<file path="src/rtl/core/tml_pkg.sv">
package tml_pkg;

    localparam int SIDE_WIDTH = 16;
    localparam int OUT_WIDTH  = SIDE_WIDTH + 1;
    localparam int SQ_WIDTH   = 2 * OUT_WIDTH;
    localparam int RAD_WIDTH  = SQ_WIDTH + 1;
    localparam int HI_WIDTH   = OUT_WIDTH + 1;
    localparam int ITER_COUNT = OUT_WIDTH;
    localparam int CNT_WIDTH  = $clog2(ITER_COUNT + 1);

    typedef struct packed {
        logic [SIDE_WIDTH-1:0] side_a;
        logic [SIDE_WIDTH-1:0] side_b;
        logic [SIDE_WIDTH-1:0] side_c;
    } t_in_beat;

    typedef struct packed {
        logic [OUT_WIDTH-1:0] median_length;
        logic                 invalid;
    } t_out_beat;

    // finished result handed from the sequencer to the output register
    typedef struct packed {
        logic      valid;
        t_out_beat beat;
    } t_seq_res;

    typedef enum logic [2:0] {
        ST_IDLE,
        ST_SQ_A,
        ST_SQ_B,
        ST_SQ_C,
        ST_RAD,
        ST_MUL,
        ST_CMP,
        ST_DONE
    } t_state;

endpackage

</file>
<file path="src/rtl/core/tml_sq_unit.sv">
module tml_sq_unit import tml_pkg::*; (
    input  logic                 i_clk,
    input  logic [OUT_WIDTH-1:0] i_op,
    output logic [SQ_WIDTH-1:0]  o_prod
);

    logic [SQ_WIDTH-1:0] r_prod;
    logic [SQ_WIDTH-1:0] n_prod;

    // one 17x17 squarer, result registered
    assign n_prod = SQ_WIDTH'(i_op) * SQ_WIDTH'(i_op);

    always_ff @(posedge i_clk) begin
        r_prod <= n_prod;
    end

    assign o_prod = r_prod;

endmodule

</file>
<file path="src/rtl/core/tml_seq.sv">
module tml_seq import tml_pkg::*; (
    input  logic     i_clk,
    input  logic     i_rst_n,
    input  logic     i_in_valid,
    input  t_in_beat i_in_beat,
    output logic     o_busy,
    output t_seq_res o_res,
    input  logic     i_res_take
);

    t_state                r_state, n_state;
    t_in_beat              r_in, n_in;
    logic [SQ_WIDTH-1:0]   r_aa, n_aa;
    logic [SQ_WIDTH-1:0]   r_bb, n_bb;
    logic [SQ_WIDTH-1:0]   r_rad, n_rad;
    logic [OUT_WIDTH-1:0]  r_lo, n_lo;
    logic [HI_WIDTH-1:0]   r_hi, n_hi;
    logic [CNT_WIDTH-1:0]  r_cnt, n_cnt;
    logic                  r_inv, n_inv;

    logic [OUT_WIDTH-1:0]  op;
    logic [SQ_WIDTH-1:0]   prod;
    logic [OUT_WIDTH-1:0]  mid;
    logic [RAD_WIDTH-1:0]  twice;

    tml_sq_unit u_sq (
        .i_clk  (i_clk),
        .i_op   (op),
        .o_prod (prod)
    );

    assign mid   = OUT_WIDTH'(HI_WIDTH'(r_lo) + ((r_hi - HI_WIDTH'(r_lo)) >> 1));
    assign twice = (RAD_WIDTH'(r_bb) + RAD_WIDTH'(prod)) << 1;

    always_comb begin
        n_state = r_state;
        n_in    = r_in;
        n_aa    = r_aa;
        n_bb    = r_bb;
        n_rad   = r_rad;
        n_lo    = r_lo;
        n_hi    = r_hi;
        n_cnt   = r_cnt;
        n_inv   = r_inv;
        op      = mid;
        case (r_state)
            ST_IDLE: begin
                if (i_in_valid) begin
                    n_in    = i_in_beat;
                    n_state = ST_SQ_A;
                end
            end
            ST_SQ_A: begin
                op      = OUT_WIDTH'(r_in.side_a);
                n_state = ST_SQ_B;
            end
            ST_SQ_B: begin
                op      = OUT_WIDTH'(r_in.side_b);
                n_aa    = prod;
                n_state = ST_SQ_C;
            end
            ST_SQ_C: begin
                op      = OUT_WIDTH'(r_in.side_c);
                n_bb    = prod;
                n_state = ST_RAD;
            end
            ST_RAD: begin
                // prod holds c^2 here
                n_lo  = '0;
                n_hi  = HI_WIDTH'(1) << OUT_WIDTH;
                n_cnt = '0;
                if (twice < RAD_WIDTH'(r_aa)) begin
                    n_inv   = 1'b1;
                    n_state = ST_DONE;
                end else begin
                    n_inv   = 1'b0;
                    n_rad   = SQ_WIDTH'(twice - RAD_WIDTH'(r_aa));
                    n_state = ST_MUL;
                end
            end
            ST_MUL: begin
                op      = mid;
                n_state = ST_CMP;
            end
            ST_CMP: begin
                if (r_rad < prod) begin
                    n_hi = HI_WIDTH'(mid);
                end else begin
                    n_lo = mid;
                end
                n_cnt = r_cnt + CNT_WIDTH'(1);
                if (r_cnt == CNT_WIDTH'(ITER_COUNT - 1)) begin
                    n_state = ST_DONE;
                end else begin
                    n_state = ST_MUL;
                end
            end
            ST_DONE: begin
                if (i_res_take) begin
                    n_state = ST_IDLE;
                end
            end
            default: begin
                n_state = ST_IDLE;
            end
        endcase
    end

    always_ff @(posedge i_clk) begin
        if (!i_rst_n) begin
            r_state <= ST_IDLE;
        end else begin
            r_state <= n_state;
        end
    end

    always_ff @(posedge i_clk) begin
        r_in  <= n_in;
        r_aa  <= n_aa;
        r_bb  <= n_bb;
        r_rad <= n_rad;
        r_lo  <= n_lo;
        r_hi  <= n_hi;
        r_cnt <= n_cnt;
        r_inv <= n_inv;
    end

    assign o_busy                   = (r_state != ST_IDLE);
    assign o_res.valid              = (r_state == ST_DONE);
    assign o_res.beat.median_length = r_inv ? '0 : r_lo;
    assign o_res.beat.invalid       = r_inv;

endmodule

</file>
<file path="src/rtl/core/triangle_median_length.sv">
// Channel | Direction | Handshake              | Beat
// --------+-----------+------------------------+--------------------------------------
// in      | input     | i_in_valid, o_in_stall | i_in_beat  (side_a, side_b, side_c)
// out     | output    | o_out_valid, i_out_stall | o_out_beat (median_length, invalid)
//
// Each beat is worked on in order: capture, three squares through the shared
// squarer, a radicand step, then 17 bisection steps (square of the midpoint,
// then compare), then the hand-off of the result to the output register.
// A negative radicand skips the search.
// Reset (i_rst_n low, synchronous) empties the sequencer and the output register.
// o_in_stall is high while a beat is being worked on; the next beat is taken
// once the result has moved to the output register, even while it is stalled.
module triangle_median_length import tml_pkg::*; (
    input  logic      i_clk,
    input  logic      i_rst_n,
    input  logic      i_in_valid,
    output logic      o_in_stall,
    input  t_in_beat  i_in_beat,
    output logic      o_out_valid,
    input  logic      i_out_stall,
    output t_out_beat o_out_beat
);

    logic      busy;
    t_seq_res  res;
    logic      res_take;

    logic      r_out_valid, n_out_valid;
    t_out_beat r_out_beat, n_out_beat;

    // sequencer: shared squarer plus bisection state
    tml_seq u_seq (
        .i_clk      (i_clk),
        .i_rst_n    (i_rst_n),
        .i_in_valid (i_in_valid),
        .i_in_beat  (i_in_beat),
        .o_busy     (busy),
        .o_res      (res),
        .i_res_take (res_take)
    );

    // output register takes the result when empty or being drained
    assign res_take = res.valid && (!r_out_valid || !i_out_stall);

    always_comb begin
        n_out_valid = r_out_valid;
        n_out_beat  = r_out_beat;
        if (r_out_valid && !i_out_stall) begin
            n_out_valid = 1'b0;
        end
        if (res_take) begin
            n_out_valid = 1'b1;
            n_out_beat  = res.beat;
        end
    end

    always_ff @(posedge i_clk) begin
        if (!i_rst_n) begin
            r_out_valid <= 1'b0;
        end else begin
            r_out_valid <= n_out_valid;
        end
    end

    always_ff @(posedge i_clk) begin
        r_out_beat <= n_out_beat;
    end

    assign o_in_stall  = busy;
    assign o_out_valid = r_out_valid;
    assign o_out_beat  = r_out_beat;

endmodule
</file>
<file path="config.mk">
export PLATFORM = sky130hd
export DESIGN_NAME = triangle_median_length
export DESIGN_NICKNAME = d
export VERILOG_FILES = /design/src/rtl/core/tml_pkg.sv /design/src/rtl/core/tml_sq_unit.sv /design/src/rtl/core/tml_seq.sv /design/src/rtl/core/triangle_median_length.sv
export SDC_FILE = /design/constraint.sdc
export NUM_CORES = 1
export LEC_CHECK = 0
export BUFFER_PORTS_ARGS = -buffer_cell sky130_fd_sc_hd__buf_2
export CORE_UTILIZATION = 50
export CTS_CLUSTER_SIZE = 12
export DETAILED_ROUTE_END_ITERATION = 7
export PLACE_DENSITY = 0.74
export SYNTH_ARGS = -nofsm -noshare
export SYNTH_HDL_FRONTEND = slang
export SYNTH_SLANG_ARGS = --single-unit
</file>
<file path="constraint.sdc">
create_clock -name i_clk -period 22 [get_ports i_clk]
set_clock_uncertainty 0.15 [all_clocks]
set_input_delay 1.1 -clock i_clk [delete_from_list [all_inputs] [get_ports i_clk]]
set_output_delay 1.1 -clock i_clk [all_outputs]
set_load 0.01 [all_outputs]
</file>
==> flow_metrics.tcl <==
set metrics [dict create \
    die_h_um 210 \
    num_vias 15200 \
    crit_slowest_cell "o21ai_2" \
    num-nets-final 2678 \
    synth_fa_ha_area_share_pct 31.6 \
    cts-buffers-inserted 27 \
    crit_type "reg2reg" \
    max_freq_ghz 0.0954 \
    fin_crit_ns 10.48 \
    synthCells 2128 \
    grt_pass1_wl_um 76400 \
    first_pass_iters 5 \
    hold_path.class "reg2reg" \
    finalHoldViolCount 0 \
    cts.reportedPaths.clkPinSlew_ns 0.06 \
    synth.ff_latch_count 244 \
    cts.repair.resized 0 \
    yosysUniqueCellTypes 93 \
    setup_violations 0 \
    detail-route-antenna-nets 0 \
    crit_path_frequent_cell "fa_1" \
    synth-async-reset-ratio_pct 0 \
    port_buffers 71 \
    synth_simple_gate_area_share_pct 11.6 \
    htreeDepth 1 \
    whs_path_depth 0 \
    reg2reg_setup_slack_ns 11.52 \
    cts_hold_buf 0 \
    slowest_delay_ns 0.60 \
    status "finished clean" \
    dp_hpwl_um 37400 \
    tightest_slew_ns 1.23 \
    startpoint_type "register" \
    syn_area_mm2 0.0216 \
    synth_edf_count 207 \
    cts_setup_buffers 0 \
    startpoint "u_seq.r_lo[0]$_SDFFCE_PP0P_" \
    wl_per_cell_um 16.8 \
    grt_setup_unrepaired "no" \
    area_delta_synth_final_pct 8.46 \
    n_fill_cell 3563 \
    diodes 0 \
    r2r_start "u_seq.r_lo[0]$_SDFFCE_PP0P_" \
    clk_latency_ns 0.56 \
    ys_seq_area_share_pct 32.2 \
    critPathBufInv 4 \
    grt_pass1_vias 15600 \
    grt_start_max_net_pins 49 \
    relSlewSlack_pct 17.5 \
    hp-start "u_seq.u_sq.o_prod[23]$_DFF_P_" \
    muxShareOfSynthArea_pct 0.522 \
    crit_required_ns 22.29 \
    path_delay_family "adder cells" \
    arrival_ns 10.77 \
    synth_top_family_by_area "adder cells" \
    synth_compound_area_share_pct 12.1 \
    die_w_um 210 \
    globalRouteTotalUtil_pct 21.4 \
    num_io_pins 72 \
    reg2reg_to "u_seq.u_sq.o_prod[33]$_DFF_P_" \
    synth_xor_area_share_pct 4.74 \
    yosys_most_used_dff "edfxtp_1" \
    wirelength_um 46200 \
    drc 0 \
    cts-root-buf "clkbuf_16" \
    antenna_found_initial 0 \
    critPathMaxFanout 15 \
    max_cap_violations 0 \
    finalCritPeriodShare_pct 47.6 \
    via_per_inst 5.52 \
    clock_path_buffers 3 \
    crit_path_end_kind "register" \
    postSynthAreaPerCell_um2 10.1 \
    synthesis.nets 2609 \
    hold_end "u_seq.r_aa[23]$_DFFE_PP_" \
    num_rows 75 \
    initial_core_util_pct 51.1 \
    dieArea_mm2 0.0440 \
    drive_gt1_share_pct 8.04 \
    routabilityCongestion 0.972 \
    setup_tns_ns 0 \
    reg2regPathDepth 39 \
    yosys_warnings 0 \
    cts.sinks 244 \
    slew_violations 0 \
    overflow 0 \
    first_iter_violations 823 \
    cts_tree "yes" \
    fp.coreArea_mm2 0.0422 \
]
cell usage after synthesis (all sizes together) (4+ instances only):
cell type | instances | area, um2
a211oi | 14 | 110
a21boi | 8 | 67.6
a21o | 54 | 405
a21oi | 117 | 601
a221oi | 5 | 43.8
a22oi | 11 | 87.6
a31oi | 13 | 81.3
and2 | 4 | 25.0
and3 | 14 | 92.6
buf | 9 | 51.3
clkbuf | 35 | 131
clkinv | 5 | 18.8
dfxtp | 37 | 741
edfxtp | 207 | 6220
fa | 193 | 3860
ha | 236 | 2950
inv | 359 | 1350
mux2i | 9 | 90.1
nand2 | 141 | 529
nand2b | 28 | 175
nand3 | 28 | 145
nand3b | 4 | 30.0
nand4 | 14 | 87.6
nor2 | 192 | 721
nor2b | 31 | 204
nor3 | 37 | 195
nor4 | 9 | 56.3
o211ai | 11 | 97.6
o21a | 26 | 195
o21ai | 68 | 363
o21bai | 10 | 78.8
o311ai | 4 | 35.0
o31a | 4 | 35.0
o31ai | 6 | 72.6
or2 | 10 | 62.6
or3 | 11 | 68.8
xnor2 | 74 | 648
xor2 | 42 | 375
through the flow:
| step | instance area (um2) | setup WS (ns) | hold slack [ns] | std cells | utilization, % |
|---|---|---|---|---|---|
| after floorplan | 21600 | 12.65 | 0.274 | 2128 | - |
| after global placement | 22500 | 11.94 | 0.333 | 2707 | 53.4 |
| after detailed placement | 22500 | 11.62 | 0.348 | 2707 | 53.4 |
| after CTS | 23400 | 11.62 | 0.362 | 2754 | 55.4 |
| after global routing | 23400 | 10.87 | 0.378 | 2754 | 55.4 |
| final | 23400 | 11.52 | 0.354 | 2754 | 55.4 |
cells by family (layout without fill, tap and decap cells):
family	count (synthesis)	count (layout)
buffers and inverters	408	495
xor gates and xnor gates	116	116
AOI/OAI and AO/OA	386	386
muxes	11	11
adders and majority gates	429	429
DFF	244	244
and+or+nand+nor	534	534
final cells by class:
type	count	area [um2]	share of cell area (%)
tap	539	674	2.88
sequential	244	6960	29.7
timing repair buffer	84	453	1.94
inverter	364	1370	5.84
multi-input combinational	1476	13100	55.9
clock buffer	36	751	3.21
clock inverter	11	109	0.465
worst max-delay path by stage:
stage	endpoint	depth (start not counted)	slack, ns
final	u_seq.u_sq.o_prod[33]$_DFF_P_	39	11.52
after global placement	u_seq.u_sq.o_prod[33]$_DFF_P_	39	11.94
after detailed placement	u_seq.u_sq.o_prod[33]$_DFF_P_	39	11.62
after CTS	u_seq.u_sq.o_prod[33]$_DFF_P_	39	11.62
after floorplan	u_seq.u_sq.o_prod[33]$_DFF_P_	40	12.65
after global routing	u_seq.u_sq.o_prod[33]$_DFF_P_	39	10.87
sequential cells by signal, summed over array words and instances (netlist names):
signal	cells
o_out_beat	18
o_out_valid	1
u_seq.r_aa	33
u_seq.r_bb	33
u_seq.r_cnt	5
u_seq.r_hi	18
u_seq.r_in	48
u_seq.r_inv	1
u_seq.r_lo	17
u_seq.r_rad	34
u_seq.r_state	3
u_seq.u_sq.o_prod	33
layer usage:
layer  part of all wire, %  GRT usage (%)  vias up
met3                   5.9           3.19       87
met4                   2.7           6.77        0
met5                     0              0        -
met2                    46           35.5      449
li1                      -              -     7328
met1                    45           28.9     7346
layout by cell type, fill, tap and decap left out, drive strengths merged, types with 9 or more instances in the layout:
cell type,instances
a211oi,14
a21o,54
a21oi,117
a22oi,11
a31oi,13
and3,14
buf,84
clkbuf,36
clkinv,12
dfxtp,37
edfxtp,207
fa,193
ha,236
inv,361
mux2i,9
nand2,141
nand2b,28
nand3,28
nand4,14
nor2,192
nor2b,31
nor3,37
nor4,9
o211ai,11
o21a,26
o21ai,68
o21bai,10
or2,10
or3,11
xnor2,74
xor2,42
Power is left out: the tool's default activity adds up to more than one toggle a clock period on the data nets, which glitch-free logic cannot reach.
